--- src/rtl/core/mfc_pkg.sv ---
// Shared types and constants for the message framer with CRC-16 trailer.
`timescale 1ns / 1ps

package mfc_pkg;

  // Configuration port.
  localparam int unsigned CfgIdxW  = 1;
  localparam int unsigned CfgDataW = 16;

  typedef enum logic [CfgIdxW-1:0] {
    CFG_CRC_POLY            = 1'b0,
    CFG_CRC_HIGH_BYTE_FIRST = 1'b1
  } cfg_idx_e;

  // Input item kinds.
  typedef enum logic {
    CMD_HEADER  = 1'b0,
    CMD_PAYLOAD = 1'b1
  } cmd_e;

  // CRC constants.
  localparam int unsigned CrcW          = 16;
  localparam logic [CrcW-1:0] CrcInit   = 16'h0000;
  localparam logic [CrcW-1:0] CrcTopBit = 16'h8000;
  localparam logic [CrcW-1:0] CrcMask   = 16'hFFFF;
  localparam logic [CrcW-1:0] CrcPolyReset = 16'h8005;
  localparam logic CrcHighByteFirstReset   = 1'b0;

  // Default depth of the command queue between front and back.
  localparam int unsigned QueueDepth = 4;

  // One classified item as it travels from the front to the back.
  typedef struct packed {
    logic       is_header;
    logic [7:0] byte0;     // data type, or the payload byte
    logic [7:0] byte1;     // service id
    logic [7:0] byte2;     // command id
    logic       frame_end;
  } entry_t;

  // Front to queue: write side.
  typedef struct packed {
    logic   push;
    entry_t entry;
  } q_wr_t;

  // Queue to back: head of the queue.
  typedef struct packed {
    logic   valid;
    entry_t entry;
  } q_head_t;

endpackage

--- src/rtl/core/mfc_if.sv ---
// Valid/ready channel interfaces for the framer input items and output bytes.
`timescale 1ns / 1ps

interface mfc_in_if;
  logic       valid;
  logic       ready;
  logic       cmd;
  logic [7:0] data_type;
  logic [7:0] service_id;
  logic [7:0] command_id;
  logic [7:0] payload_byte;
  logic       frame_end;

  modport source (
    output valid, cmd, data_type, service_id, command_id, payload_byte, frame_end,
    input  ready
  );
  modport sink (
    input  valid, cmd, data_type, service_id, command_id, payload_byte, frame_end,
    output ready
  );
endinterface

interface mfc_out_if;
  logic       valid;
  logic       ready;
  logic [7:0] out_byte;
  logic       out_last;

  modport source (
    output valid, out_byte, out_last,
    input  ready
  );
  modport sink (
    input  valid, out_byte, out_last,
    output ready
  );
endinterface

--- src/rtl/core/mfc_front.sv ---
// Front end: accepts input items, tracks the open frame and queues valid work.
`timescale 1ns / 1ps

module mfc_front (
  input  logic          clk_i,
  input  logic          rst_ni,
  mfc_in_if.sink        in_i,
  input  logic          q_full_i,
  output mfc_pkg::q_wr_t q_wr_o
);
  import mfc_pkg::*;

  logic in_frame_q, in_frame_d;
  logic accept;
  logic is_header;

  assign in_i.ready = ~q_full_i;
  assign accept     = in_i.valid & in_i.ready;
  assign is_header  = (in_i.cmd == CMD_HEADER);

  // Payload bytes outside a frame are dropped here and never reach the back.
  always_comb begin
    q_wr_o.push            = accept & (is_header | in_frame_q);
    q_wr_o.entry.is_header = is_header;
    q_wr_o.entry.byte0     = is_header ? in_i.data_type : in_i.payload_byte;
    q_wr_o.entry.byte1     = in_i.service_id;
    q_wr_o.entry.byte2     = in_i.command_id;
    q_wr_o.entry.frame_end = in_i.frame_end;

    in_frame_d = in_frame_q;
    if (accept) begin
      if (is_header) begin
        in_frame_d = ~in_i.frame_end;
      end else if (in_frame_q && in_i.frame_end) begin
        in_frame_d = 1'b0;
      end
    end
  end

  always_ff @(posedge clk_i or negedge rst_ni) begin
    if (!rst_ni) begin
      in_frame_q <= 1'b0;
    end else begin
      in_frame_q <= in_frame_d;
    end
  end

endmodule

--- src/rtl/core/mfc_queue.sv ---
// Short FIFO of classified items between the front and the back.
`timescale 1ns / 1ps

module mfc_queue #(
  parameter int unsigned Depth = mfc_pkg::QueueDepth
) (
  input  logic              clk_i,
  input  logic              rst_ni,
  input  mfc_pkg::q_wr_t    q_wr_i,
  output logic              q_full_o,
  output mfc_pkg::q_head_t  q_head_o,
  input  logic              q_pop_i
);
  import mfc_pkg::*;

  localparam int unsigned PtrW = (Depth > 1) ? $clog2(Depth) : 1;
  localparam int unsigned CntW = $clog2(Depth + 1);

  entry_t            entries_q [Depth];
  logic [PtrW-1:0]   wr_ptr_q, wr_ptr_d;
  logic [PtrW-1:0]   rd_ptr_q, rd_ptr_d;
  logic [CntW-1:0]   count_q, count_d;
  logic              do_push, do_pop;

  assign q_full_o       = (count_q == CntW'(Depth));
  assign q_head_o.valid = (count_q != '0);
  assign q_head_o.entry = entries_q[rd_ptr_q];

  assign do_push = q_wr_i.push & ~q_full_o;
  assign do_pop  = q_pop_i & q_head_o.valid;

  always_comb begin
    wr_ptr_d = wr_ptr_q;
    rd_ptr_d = rd_ptr_q;
    count_d  = count_q;
    if (do_push) begin
      wr_ptr_d = (wr_ptr_q == PtrW'(Depth - 1)) ? '0 : wr_ptr_q + PtrW'(1);
    end
    if (do_pop) begin
      rd_ptr_d = (rd_ptr_q == PtrW'(Depth - 1)) ? '0 : rd_ptr_q + PtrW'(1);
    end
    if (do_push && !do_pop) begin
      count_d = count_q + CntW'(1);
    end else if (do_pop && !do_push) begin
      count_d = count_q - CntW'(1);
    end
  end

  always_ff @(posedge clk_i or negedge rst_ni) begin
    if (!rst_ni) begin
      wr_ptr_q <= '0;
      rd_ptr_q <= '0;
      count_q  <= '0;
    end else begin
      wr_ptr_q <= wr_ptr_d;
      rd_ptr_q <= rd_ptr_d;
      count_q  <= count_d;
    end
  end

  always_ff @(posedge clk_i) begin
    if (do_push) begin
      entries_q[wr_ptr_q] <= q_wr_i.entry;
    end
  end

  // The front never pushes into a full queue, since its ready follows full.
  a_no_push_full: assert property (@(posedge clk_i) disable iff (!rst_ni)
    q_wr_i.push |-> !q_full_o)
    else $error("queue: push while full");

  a_count_range: assert property (@(posedge clk_i) disable iff (!rst_ni)
    count_q <= CntW'(Depth))
    else $error("queue: fill count out of range");

  a_count_track: assert property (@(posedge clk_i) disable iff (!rst_ni)
    (do_push && !do_pop) |=> (count_q == $past(count_q) + CntW'(1)))
    else $error("queue: fill count did not follow a push");

endmodule

--- src/rtl/core/mfc_back.sv ---
// Back end: emits the message bytes, folds them into the CRC, appends the trailer.
`timescale 1ns / 1ps

module mfc_back (
  input  logic                            clk_i,
  input  logic                            rst_ni,
  input  logic                            cfg_we_i,
  input  logic [mfc_pkg::CfgIdxW-1:0]     cfg_idx_i,
  input  logic [mfc_pkg::CfgDataW-1:0]    cfg_wdata_i,
  input  mfc_pkg::q_head_t                q_head_i,
  output logic                            q_pop_o,
  mfc_out_if.source                       out_o
);
  import mfc_pkg::*;

  // One byte folded into the CRC, MSB first.
  function automatic logic [CrcW-1:0] fold_byte(input logic [CrcW-1:0] crc,
                                                input logic [7:0]      data,
                                                input logic [CrcW-1:0] poly);
    logic [CrcW-1:0] c;
    c = crc ^ {data, 8'h00};
    for (int i = 0; i < 8; i++) begin
      if ((c & CrcTopBit) != CrcInit) begin
        c = ((c << 1) ^ poly) & CrcMask;
      end else begin
        c = (c << 1) & CrcMask;
      end
    end
    return c;
  endfunction

  logic [CrcW-1:0] poly_q;
  logic            hbf_q;
  logic [CrcW-1:0] crc_q, crc_d;
  logic [2:0]      step_q, step_d;
  logic            out_valid_q, out_valid_d;
  logic [7:0]      out_byte_q, out_byte_d;
  logic            out_last_q, out_last_d;

  logic       advance, emit;
  logic [2:0] n_content, last_step;
  logic       is_content, is_trailer_first, is_final;
  logic [7:0] content_byte;
  logic [7:0] crc_lo, crc_hi;
  logic [CrcW-1:0] crc_base;
  entry_t     e;

  assign e         = q_head_i.entry;
  assign advance   = ~out_valid_q | out_o.ready;
  assign emit      = advance & q_head_i.valid;

  assign n_content        = e.is_header ? 3'd3 : 3'd1;
  assign last_step        = e.frame_end ? n_content + 3'd1 : n_content - 3'd1;
  assign is_content       = (step_q < n_content);
  assign is_trailer_first = (step_q == n_content);
  assign is_final         = (step_q == last_step);
  assign crc_lo           = crc_q[7:0];
  assign crc_hi           = crc_q[15:8];

  always_comb begin
    case (step_q)
      3'd1:    content_byte = e.byte1;
      3'd2:    content_byte = e.byte2;
      default: content_byte = e.byte0;
    endcase
  end

  // A header restarts the CRC on its first byte.
  assign crc_base = (e.is_header && step_q == 3'd0) ? CrcInit : crc_q;

  always_comb begin
    step_d      = step_q;
    crc_d       = crc_q;
    out_byte_d  = out_byte_q;
    out_last_d  = out_last_q;
    out_valid_d = out_valid_q;
    q_pop_o     = 1'b0;

    if (advance) begin
      out_valid_d = q_head_i.valid;
    end

    if (emit) begin
      if (is_content) begin
        out_byte_d = content_byte;
        out_last_d = 1'b0;
        crc_d      = fold_byte(crc_base, content_byte, poly_q);
      end else if (is_trailer_first) begin
        out_byte_d = hbf_q ? crc_hi : crc_lo;
        out_last_d = 1'b0;
      end else begin
        out_byte_d = hbf_q ? crc_lo : crc_hi;
        out_last_d = 1'b1;
        crc_d      = CrcInit;
      end

      if (is_final) begin
        step_d  = 3'd0;
        q_pop_o = 1'b1;
      end else begin
        step_d = step_q + 3'd1;
      end
    end
  end

  always_ff @(posedge clk_i or negedge rst_ni) begin
    if (!rst_ni) begin
      poly_q      <= CrcPolyReset;
      hbf_q       <= CrcHighByteFirstReset;
      crc_q       <= CrcInit;
      step_q      <= 3'd0;
      out_valid_q <= 1'b0;
    end else begin
      if (cfg_we_i) begin
        case (cfg_idx_e'(cfg_idx_i))
          CFG_CRC_POLY:            poly_q <= cfg_wdata_i;
          CFG_CRC_HIGH_BYTE_FIRST: hbf_q  <= cfg_wdata_i[0];
          default:                 ;
        endcase
      end
      crc_q       <= crc_d;
      step_q      <= step_d;
      out_valid_q <= out_valid_d;
    end
  end

  always_ff @(posedge clk_i) begin
    out_byte_q <= out_byte_d;
    out_last_q <= out_last_d;
  end

  assign out_o.valid    = out_valid_q;
  assign out_o.out_byte = out_byte_q;
  assign out_o.out_last = out_last_q;

  a_step_range: assert property (@(posedge clk_i) disable iff (!rst_ni)
    step_q <= 3'd4)
    else $error("back: byte step out of range");

  a_last_restarts: assert property (@(posedge clk_i) disable iff (!rst_ni)
    (emit && out_last_d) |=> (step_q == 3'd0 && crc_q == CrcInit))
    else $error("back: frame end did not restart the sequencer");

  a_pop_on_emit: assert property (@(posedge clk_i) disable iff (!rst_ni)
    q_pop_o |-> (emit && is_final))
    else $error("back: queue popped outside the final byte of an item");

endmodule

--- src/rtl/core/message_framer_crc16.sv ---
// Top level of the message framer that appends a CRC-16 trailer to each frame.
`timescale 1ns / 1ps

// Usage:
// Items arrive on the in_i channel and framed bytes leave on out_o, both as
// valid/ready channels; a transfer happens on a clock edge where both are high.
// A header item produces three bytes (data type, service id, command id) and
// restarts the CRC. A payload item inside a frame produces its byte; one outside
// a frame is dropped. An item with frame_end adds two CRC bytes, the second one
// marked with out_last. The byte order comes from the crc_high_byte_first
// register, the polynomial from crc_poly; write them only while the block idles.
// The first byte of an item passes the queue entry and then the output register
// when the queue is empty. Output runs at one byte per cycle while the receiver
// is ready, set by the single byte sequencer in the back end, so payload items
// are taken one per cycle; a header or a trailer holds input once the queue fills.
// The front and the back are separated by a small queue (QueueDepth entries).
// Reset clears the CRC, closes any frame, empties the queue and loads the
// register defaults (polynomial 0x8005, low byte first).
// When the receiver stalls, the output register holds its byte, the queue
// fills, and then in_i.ready drops until the receiver takes bytes again.

module message_framer_crc16 #(
  parameter int unsigned QueueDepth = mfc_pkg::QueueDepth
) (
  input  logic                         clk_i,
  input  logic                         rst_ni,
  input  logic                         cfg_we_i,
  input  logic [mfc_pkg::CfgIdxW-1:0]  cfg_idx_i,
  input  logic [mfc_pkg::CfgDataW-1:0] cfg_wdata_i,
  mfc_in_if.sink                       in_i,
  mfc_out_if.source                    out_o
);
  import mfc_pkg::*;

  q_wr_t   q_wr;
  q_head_t q_head;
  logic    q_full;
  logic    q_pop;

  // Front end: handshake, frame tracking and dropping of stray payload.
  mfc_front u_front (
    .clk_i    (clk_i),
    .rst_ni   (rst_ni),
    .in_i     (in_i),
    .q_full_i (q_full),
    .q_wr_o   (q_wr)
  );

  // Queue decouples input acceptance from byte emission.
  mfc_queue #(
    .Depth (QueueDepth)
  ) u_queue (
    .clk_i    (clk_i),
    .rst_ni   (rst_ni),
    .q_wr_i   (q_wr),
    .q_full_o (q_full),
    .q_head_o (q_head),
    .q_pop_i  (q_pop)
  );

  // Back end: byte sequencer, CRC, trailer and the output register.
  mfc_back u_back (
    .clk_i       (clk_i),
    .rst_ni      (rst_ni),
    .cfg_we_i    (cfg_we_i),
    .cfg_idx_i   (cfg_idx_i),
    .cfg_wdata_i (cfg_wdata_i),
    .q_head_i    (q_head),
    .q_pop_o     (q_pop),
    .out_o       (out_o)
  );

endmodule
--- src/flat_wrapper.sv ---
// flat-port wrapper written by rule: the top's interface ports become plain ports
module message_framer_crc16_flat import mfc_pkg::*;
#(
  parameter int unsigned QueueDepth = mfc_pkg::QueueDepth
)
  (clk_i, rst_ni, cfg_we_i, cfg_idx_i, cfg_wdata_i, in_i_valid, in_i_cmd, in_i_data_type, in_i_service_id, in_i_command_id, in_i_payload_byte, in_i_frame_end, in_i_ready, out_o_valid, out_o_out_byte, out_o_out_last, out_o_ready);
  mfc_in_if in_i_i ();
  mfc_out_if out_o_i ();
  input  logic clk_i;
  input  logic rst_ni;
  input  logic cfg_we_i;
  input  logic [mfc_pkg::CfgIdxW-1:0] cfg_idx_i;
  input  logic [mfc_pkg::CfgDataW-1:0] cfg_wdata_i;
  input wire logic [$bits(in_i_i.valid)-1:0] in_i_valid;
  input wire logic [$bits(in_i_i.cmd)-1:0] in_i_cmd;
  input wire logic [$bits(in_i_i.data_type)-1:0] in_i_data_type;
  input wire logic [$bits(in_i_i.service_id)-1:0] in_i_service_id;
  input wire logic [$bits(in_i_i.command_id)-1:0] in_i_command_id;
  input wire logic [$bits(in_i_i.payload_byte)-1:0] in_i_payload_byte;
  input wire logic [$bits(in_i_i.frame_end)-1:0] in_i_frame_end;
  output wire logic [$bits(in_i_i.ready)-1:0] in_i_ready;
  output wire logic [$bits(out_o_i.valid)-1:0] out_o_valid;
  output wire logic [$bits(out_o_i.out_byte)-1:0] out_o_out_byte;
  output wire logic [$bits(out_o_i.out_last)-1:0] out_o_out_last;
  input wire logic [$bits(out_o_i.ready)-1:0] out_o_ready;
  assign in_i_i.valid = in_i_valid;
  assign in_i_i.cmd = in_i_cmd;
  assign in_i_i.data_type = in_i_data_type;
  assign in_i_i.service_id = in_i_service_id;
  assign in_i_i.command_id = in_i_command_id;
  assign in_i_i.payload_byte = in_i_payload_byte;
  assign in_i_i.frame_end = in_i_frame_end;
  assign in_i_ready = in_i_i.ready;
  assign out_o_valid = out_o_i.valid;
  assign out_o_out_byte = out_o_i.out_byte;
  assign out_o_out_last = out_o_i.out_last;
  assign out_o_i.ready = out_o_ready;
  message_framer_crc16 #(.QueueDepth(QueueDepth)) u_core (.clk_i(clk_i), .rst_ni(rst_ni), .cfg_we_i(cfg_we_i), .cfg_idx_i(cfg_idx_i), .cfg_wdata_i(cfg_wdata_i), .in_i(in_i_i), .out_o(out_o_i));
endmodule
--- config.mk ---
export PLATFORM = sky130hd
export DESIGN_NAME = message_framer_crc16_flat
export DESIGN_NICKNAME = d
export VERILOG_FILES = /design/src/rtl/core/mfc_pkg.sv /design/src/rtl/core/mfc_if.sv /design/src/rtl/core/mfc_front.sv /design/src/rtl/core/mfc_queue.sv /design/src/rtl/core/mfc_back.sv /design/src/rtl/core/message_framer_crc16.sv /design/src/flat_wrapper.sv
export SDC_FILE = /design/constraint.sdc
export NUM_CORES = 1
export LEC_CHECK = 0
export BUFFER_PORTS_ARGS = -buffer_cell sky130_fd_sc_hd__buf_4
export CORE_MARGIN = 5
export CORE_UTILIZATION = 25
export CTS_CLUSTER_SIZE = 10
export DETAILED_ROUTE_END_ITERATION = 6
export SLEW_MARGIN = 0
export SYNTH_ARGS = -nofsm -noshare
export SYNTH_HDL_FRONTEND = slang
export SYNTH_HIERARCHICAL = 1
export SYNTH_SLANG_ARGS = --single-unit
--- constraint.sdc ---
create_clock -name clk_i -period 11.83 [get_ports clk_i]
set_input_delay 1.183 -clock clk_i [delete_from_list [all_inputs] [get_ports clk_i]]
set_output_delay 1.183 -clock clk_i [all_outputs]
set_load 0.05 [all_outputs]
; Word level (Yosys, flattened, before mapping)
; Memory sizes are Yosys's and may differ from the RTL's.
; Index checks and enable logic that the tools add are counted.
[totals]
regBits = 54
memories = 1
inputBits = 56
mem_bits_rw = 104
elab_cells = 108
out_inout_bits = 11
[op_classes]
bitwise = 21
n_eq_ne = 9
order_cmp = 1
add_sub_neg = 7
reduce_logical = 13
muxes = 45
[mem_list]
columns = memory, words, word_bits, rd, rd_ports_with_merged_regs, wr, line_no
row1 = u_core.u_queue.entries_q, 4, 26, 1, 0, 1, mfc_queue.sv:19  ; entry_t entries_q [Depth];
[ops]
columns = op, count
row1 = 16-bit 2-to-1 mux, 25
row2 = 16-bit bitwise XOR, 9
row3 = 8-bit 2-to-1 mux, 5
row4 = 8-bit one-hot mux with 2 select lines, 1
row5 = 3-bit 2-to-1 mux, 4
row6 = 2-bit AND reduction, 4
row7 = 1-bit 2-to-1 mux, 7
row8 = "3-bit by 1-bit adder with 3-bit output, second input constant", 2
row9 = 2-bit 2-to-1 mux, 3
row10 = 1-bit bitwise AND, 5
row11 = 1-bit inverter, 5
row12 = "2-bit by 1-bit adder with 2-bit output, second input constant", 2
row13 = "2-bit equality test, second input constant", 2
row14 = 1-bit logical AND, 4
row15 = "2-bit by 1-bit adder with 3-bit output, second input constant", 1
row16 = "3-bit by 1-bit equality test with 1-bit output, second input constant", 1
row17 = 3-bit by 2-bit equality test with 1-bit output, 1
row18 = "3-bit by 2-bit equality test with 1-bit output, second input constant", 1
row19 = 3-bit equality test, 1
row20 = "3-bit equality test, second input constant", 1
row21 = 3-bit zero test, 1
row22 = 3-bit by 2-bit less-than comparator with 1-bit output, 1
row23 = 3-bit nonzero test, 1
row24 = "2-bit by 1-bit subtractor with 3-bit output, second input constant", 1
row25 = other kinds (6), 8

; Depth between registers and ports, before layout
; Gate-level depths: netlist of run 1.
[depth]
word_depth = 35
ltp_mapped = 21
mapped_depth_nobuf = 17

; By module
; The synthesis of run 1 kept the hierarchy.
[by_module_without_submodules]
columns = mod, area_per_inst_um2, n_inst, cells_each
row1 = mfc_back, 4491.8, 1, 555
row2 = mfc_queue, 4260.3, 1, 173
row3 = mfc_front, 300.3, 1, 34

; Worst setup path after synthesis of run 1
; OpenSTA, ideal clock, no wires.
[synth_timing]
kind = reg-to-reg
start = register u_core.u_queue.rd_ptr_q[0]
end = register u_core.u_back.crc_q[3]
setup_ns = 0.069
t_arrival_ns = 4.728
setup_slack_ns = 7.032
stages_incl_launch_ff = 21
n_path_buf = 4
path_cell_list = dfrtp_1 -> buf_6 -> mux4_1 -> and3b_1 -> clkbuf_1 -> or4_1 -> mux2i_1 -> o31ai_1 -> or2_1 -> buf_2 -> mux2i_1 -> nor3_1 -> o31a_1 -> xor3_2 -> inv_2 -> a211o_1 -> and3_1 -> or2_1 -> buf_2 -> a211o_1 -> nand3_1
[synth_lines]
columns = item, line_no
row1 = from (decl), mfc_queue.sv:21  ; logic [PtrW-1:0] rd_ptr_q, rd_ptr_d;
row2 = from (signal assigned), mfc_queue.sv:56  ; rd_ptr_q <= rd_ptr_d;
row3 = to (signal assigned), mfc_back.sv:110  ; crc_q <= CrcInit;
row4 = to (signal assigned), mfc_back.sv:121  ; crc_q <= crc_d;
row5 = to (decl), mfc_back.sv:34  ; logic [CrcW-1:0] crc_q, crc_d;

==> results by group, run 1 <==
Global routing
  – Number of global-route vias before repair: 5721
  – Antenna violations before repair: 0
  – GRT Util Overall: 0.105
  – First-pass GRT wire length: 33.4 mm
  – GRT overflow: 0
  – Pin count of the biggest net entering global routing: 46

Setup path
  – Max incr delay on CP: 0.79 ns
  – CP Class: reg2reg
  – WP data arrival: 6.99 ns
  – Critical path's slowest cell: a21oi_1
  – Startpoint types: flip-flop
  – Most used cell, CP: or2_1
  – Critical path capture point type: flip-flop
  – Bufs and invs on worst path: 1
  – CP Cell Sequence: buf_4 > mux4_1 > a22oi_1 > o2bb2ai_1 > or3_1 > o31ai_1 > or2_1 > mux2i_1 > o21ai_1 > xnor2_1 > a221oi_4 > xor2_2 > o21ai_0 > a21oi_1 > or2_1 > a211o_1 > nand3_1
  – WP data required: 12.14 ns
  – CP top delay family: compound AO/OA/AOI/OAI gates
  – CP max FO: 21

Outcome
  – Outcome: finished, final reports clean

Timing
  – Fin. max-slew vios: 0
  – Slew @ Worst Pin: 1.05 ns
  – Tmin final: 6.69 ns
  – Fmax: 150 MHz
  – Max Clock Skew: 0.0146 ns
  – Slew HR: 0.297
  – Final Hold Vio Count: 0
  – Final period util: 0.565
  – Setup TNS: 0 ns
  – Hold slack: 0.489 ns
  – Setup Viol. Count Final: 0
  – RSZ-0062 raised after global routing: no

Drt
  – Drt total wl: 21.1 mm
  – TritonRoute pass-1 iters: 5
  – DR DRC count: 0
  – DRT iter0 DRCs: 448
  – Routed via count: 5706
  – Final ANT Viol Nets: 0
  – Wire per inst: 16.6 microns
  – Via density per instance: 4.51

Worst hold path
  – Min-delay worst type: reg2reg

Yosys
  – Post-synthesis simple-gate area fraction: 0.103
  – Synth unique cells: 68
  – Syn_area_per_cell: 11.9 sq um
  – Post-synthesis xor/xnor area fraction: 0.130
  – Post-synthesis mux area share: 0.122
  – Top_reg_cell synth: edfxtp_1
  – YS warnings: 6
  – Commonest cells post-synth: 148 x nand2_1, 113 x edfxtp_1, 108 x xnor2_1
  – Synthesized Nets: 831
  – Sequential cell area fraction in the yosys report: 0.500
  – Main area contributors after synthesis: edfxtp_1 37%, dfrtp_1 12%, xnor2_1 10%, nand2_1 6.1%, mux4_2 4.5%
  – Synth Area in Adders: 0.0188
  – Post-synth EDFFs: 113
  – Yosys top cell area share: 0.375
  – Asr flop ratio synth: 0.285
  – Yosys reg bits: 158
  – Main combinational cell family by area after synthesis: XOR/XNOR gates
  – Compound-Gate Fraction of Synth Area: 0.0759
  – Post-Synthesis Cells: 762
  – Area leader, netlist: edfxtp_1
  – Most frequent cell after synthesis: nand2_1
  – Synthesized area: 9050 sq um

Cells and area
  – Final #Nets: 861
  – Layout cells sized above 1: 0.215
  – Fin area: 10400 sq um
  – Area Overhead vs Synth: 14.5%
  – Ant. Diodes: 0
  – Fillcell total: 3571

Floorplan
  – I/O pin cnt: 67
  – Die Span Y: 200 microns
  – FP Rows: 69
  – Die X: 200 microns
  – Core Region: 35700 sq um
  – Starting density of the core: 0.254
  – DIE AREA: 40100 sq um

Clock network
  – H-tree level count: 4
  – CTS buffer count: 17
  – Clock-pin slew on the worst setup and hold paths: 0.07 ns
  – Post-CTS Setup Bufs: 0
  – Root Buffer: clkbuf_16
  – Clk sinks: 158
  – Worst-Skew Late Latency: 0.43 ns
  – Hold_buf cts: 0
  – Largest buffer count on any clock path: 2
  – Post-cts sizing count: 0
  – CTS tree: done

Placed design
  – Hpwl dp: 14.5 mm
  – Post-DP Area: 9800 sq um
  – RD Place Congestion: 0.820
  – Port bufs: 66

Run
  – Max-cap viol count: 0
[worst reg2reg max path, stage by stage, from the launching register on]
cell,delay [ns]
dfrtp_1,0.65
buf_4,0.44
mux4_1,0.61
a22oi_1,0.30
o2bb2ai_1,0.15
or3_1,0.40
o31ai_1,0.09
or2_1,0.58
mux2i_1,0.36
o21ai_1,0.11
xnor2_1,0.18
a221oi_4,0.38
xor2_2,0.65
o21ai_0,0.25
a21oi_1,0.79
or2_1,0.38
a211o_1,0.17
nand3_1,0.08
[registers in the layout (all words and copies together), names as in the netlist]
signal,count
u_core/u_back/crc_q,16
u_core/u_back/hbf_q,1
u_core/u_back/out_o.out_byte,8
u_core/u_back/out_o.out_last,1
u_core/u_back/out_o.valid,1
u_core/u_back/poly_q,16
u_core/u_back/step_q,3
u_core/u_front/in_frame_q,1
u_core/u_queue/count_q,3
u_core/u_queue/entries_q,104
u_core/u_queue/rd_ptr_q,2
u_core/u_queue/wr_ptr_q,2
[layout make-up]
type                            instances  area, sq um  share of cell area
Inverter                               18         67.6             0.00652
Tap cell                              461          577              0.0557
Clock inverter                         13          129              0.0124
Clock buffer                           19          433              0.0418
Multi-Input combinational cell        521         4060               0.392
Sequential cell                       158         4520               0.436
Timing Repair Buffer                   76          571              0.0551
[stage by stage]
stage	setup slack [ns]	instances	utilization
2_1_floorplan	7.03	762	-
3_3_place_gp	5.38	1234	0.275
3_5_place_dp	5.24	1234	0.275
4_1_cts	5.20	1266	0.291
5_1_grt	4.55	1266	0.291
6_report	5.14	1266	0.291
[cells by family after synthesis]
logic type | Yosys count
flops | 158
compound gates | 102
simple gates | 212
xor+xnor | 124
buf+inv | 83
mux | 70
fa+ha+maj | 13
[path summary, 6_finish.rpt]
path | from | to | slack, ns | cells past startpoint
setup / recovery | u_core/u_queue/rd_ptr_q[0]$_DFFE_PN0P_ | u_core/u_back/crc_q[7]$_DFFE_PN0P_ | 5.14 | 17
hold / removal | u_core/u_queue/count_q[2]$_DFFE_PN0P_ | u_core/u_queue/count_q[2]$_DFFE_PN0P_ | 0.49 | 1
setup reg to reg | u_core/u_queue/rd_ptr_q[0]$_DFFE_PN0P_ | u_core/u_back/crc_q[7]$_DFFE_PN0P_ | 5.14 | 17
hold reg to reg | u_core/u_queue/count_q[2]$_DFFE_PN0P_ | u_core/u_queue/count_q[2]$_DFFE_PN0P_ | 0.49 | 1
max in group asynchronous | rst_ni | u_core/u_queue/rd_ptr_q[1]$_DFFE_PN0P_ | 10.61 | 1
min in group asynchronous | rst_ni | u_core/u_back/poly_q[10]$_DFFE_PN0P_ | 0.77 | 1
[cell usage in the layout (no fill, tap or decap), types with 17 or more instances in the layout]
cell | synthesis | routed
dfrtp_1 | 42 | 42
clkbuf_16 | 0 | 17
buf_4 | 19 | 76
inv_1 | 17 | 17
nand2_1 | 148 | 148
mux2_2 | 28 | 28
xnor2_1 | 108 | 108
o21ai_0 | 32 | 32
edfxtp_1 | 113 | 113
nor2_1 | 18 | 18
mux4_2 | 18 | 18
[routing by layer]
metal / vias to the layer above / wire, microns / global-route usage
met5: - / 0 / 0
met4: 0 / 364 / 0.0315
met3: 25 / 1270 / 0.0265
met2: 154 / 9810 / 0.163
met1: 2789 / 9640 / 0.146
li1: 2738 / - / -
Power of run 1 is not shown: default switching activity piles up to over one toggle a cycle in this logic, so the estimate is an artifact.
==> run 2: changes to the inputs <==
clock period = 6.9 ns   (was 11.83 ns; I/O delays follow)
==> results by group, run 2 (synthesis gave the netlist of run 1 again) <==
Setup path
  – Bufs and invs on worst path: 2 (+1)
  – CP Cell Sequence: buf_4 > mux4_1 > a22oi_1 > o2bb2ai_1 > or3_1 > o31ai_1 > or2_1 > mux2i_1 > o21ai_1 > xnor2_1 > a221oi_4 > xor2_2 > buf_4 > a211o_1 > a21oi_1 > o21ai_0 > xnor2_1 > o22ai_1
  – Critical path capture point type: flip-flop
  – WP depth: 18 (+1)
  – CP max FO: 18 (-14%)
  – R2R depth: 18 (+1)
  – Critical path's slowest cell: dfrtp_1
  – Startpoint types: flip-flop
  – WP data required: 7.19 ns (-4.95 ns)
  – Max incr delay on CP: 0.71 ns (-0.08 ns)
  – WP data arrival: 6.51 ns (-0.48 ns)
  – CP top delay family: compound AO/OA/AOI/OAI gates
  – CP Class: reg2reg

Cells and area
  – Most frequent cells in the layout: 148 x nand2_1, 113 x edfxtp_1, 108 x xnor2_1
  – Final #Nets: 862 (+0.12%)
  – Commonest non-fill, non-tap cell in the layout: nand2_1
  – Ant. Diodes: 0 (unchanged)
  – Largest register FFs: 104 (unchanged)
  – Largest registers: u_core/u_queue/entries_q x104, u_core/u_back/crc_q x16, u_core/u_back/poly_q x16
  – Reg with most FFs: u_core/u_queue/entries_q
  – Area Overhead vs Synth: 15.1%
  – Finished Core Util: 0.292 (+0.00154)
  – Fillcell total: 3641 (+2.0%)
  – Layout cells sized above 1: 0.223 (+0.00842)

Global routing
  – GRT Util Overall: 0.105 (about the same)
  – First-pass GRT wire length: 33.6 mm (+0.50%)
  – Antenna violations before repair: 0 (unchanged)
  – Number of global-route vias before repair: 5786 (+1.1%)
  – GRT overflow: 0 (unchanged)
  – Pin count of the biggest net entering global routing: 46 (unchanged)

Worst hold path
  – Min-delay worst type: in2async

Drt
  – Drt total wl: 21.3 mm (+1.0%)
  – DRT iter0 DRCs: 479 (+6.9%)
  – TritonRoute pass-1 iters: 4 (-1)
  – DR DRC count: 0 (unchanged)
  – Via density per instance: 4.56 (+1.2%)
  – Wire per inst: 16.8 microns (+0.95%)
  – Routed via count: 5779 (+1.3%)
  – Final ANT Viol Nets: 0 (unchanged)

Floorplan
  – FP Rows: 69 (unchanged)
  – Die Span Y: 200 microns (unchanged)
  – Starting density of the core: 0.254 (unchanged)
  – I/O pin cnt: 67 (unchanged)
  – Core Region: 35700 sq um (unchanged)
  – Die X: 200 microns (unchanged)
  – DIE AREA: 40100 sq um (unchanged)

Clock network
  – Clk sinks: 158 (unchanged)
  – CTS tree: done
  – H-tree level count: 4 (unchanged)
  – Hold_buf cts: 0 (unchanged)
  – CTS buffer count: 17 (unchanged)
  – Post-cts sizing count: 0 (unchanged)
  – Root Buffer: clkbuf_16
  – Worst-Skew Late Latency: 0.44 ns (about the same)
  – Largest buffer count on any clock path: 2 (unchanged)
  – Post-CTS Setup Bufs: 0 (unchanged)
  – Clock-pin slew on the worst setup and hold paths: 0.08 ns (about the same)

Outcome
  – Outcome: finished, final reports clean

Timing
  – Fin. max-slew vios: 0 (unchanged)
  – Tmin final: 6.22 ns (-0.473 ns)
  – Final Hold Vio Count: 0 (unchanged)
  – Fmax: 161 MHz (+7.6%)
  – Final period util: 0.901 (+0.335)
  – Slew HR: 0.290 (-0.00712)
  – Slew @ Worst Pin: 1.06 ns (+0.0106 ns)
  – Max Clock Skew: 0.0190 ns (+0.00443 ns)
  – Setup TNS: 0 ns (unchanged)
  – RSZ-0062 raised after global routing: no
  – Hold slack: 0.253 ns (-0.235 ns)
  – Setup Viol. Count Final: 0 (unchanged)
  – PnR worst setup slack: 0.685 ns (-4.46 ns)

Run
  – Max-cap viol count: 0 (unchanged)

Placed design
  – RD Place Congestion: 0.813 (-0.93%)
  – Port bufs: 66 (unchanged)
  – Post-placement setup slack: 0.724 ns (-4.51 ns)
  – Hpwl dp: 14.6 mm (+0.53%)
-- run 2: metal layers --
metal | up-vias | global-route usage | wire length (microns)
met4 | 0 | 0.0288 | 354
li1 | 2733 | - | -
met3 | 26 | 0.0222 | 1060
met5 | - | 0 | 0
met2 | 168 | 0.169 | 9990
met1 | 2852 | 0.145 | 9890
-- run 2: metrics by stage --
step                cell area [sq um]  std cells
floorplan                        9050        762
global placement                 9810       1235
detailed placement               9810       1235
CTS                             10400       1267
global route                    10400       1267
finish                          10400       1267
-- run 2: cell type report --
cell class / count / area, sq um / area share
clock buffer: 17 / 425 / 0.0408
clock inverter: 15 / 181 / 0.0174
tap: 461 / 577 / 0.0554
sequential: 158 / 4520 / 0.434
timing repair buffer: 77 / 578 / 0.0555
inverter: 18 / 67.6 / 0.00649
multi-input combinational: 521 / 4070 / 0.390
-- run 2: final timing paths --
check                                                            start                                   endpoint  slack (ns)
worst max-delay path            u_core/u_queue/rd_ptr_q[0]$_DFFE_PN0P_        u_core/u_back/crc_q[15]$_DFFE_PN0P_        0.68
worst min-delay path                                            rst_ni       u_core/u_back/poly_q[11]$_DFFE_PN0P_        0.25
worst max register to register  u_core/u_queue/rd_ptr_q[0]$_DFFE_PN0P_        u_core/u_back/crc_q[15]$_DFFE_PN0P_        0.68
min in group clk_i                                  in_i_service_id[1]  u_core/u_queue/entries_q[1][10]$_DFFE_PP_        0.45
max in group asynchronous                                       rst_ni      u_core/u_front/in_frame_q$_DFFE_PN0P_        6.18
worst min register to register   u_core/u_queue/count_q[2]$_DFFE_PN0P_      u_core/u_queue/count_q[2]$_DFFE_PN0P_        0.49
Power of run 2 is left out for the same reason.
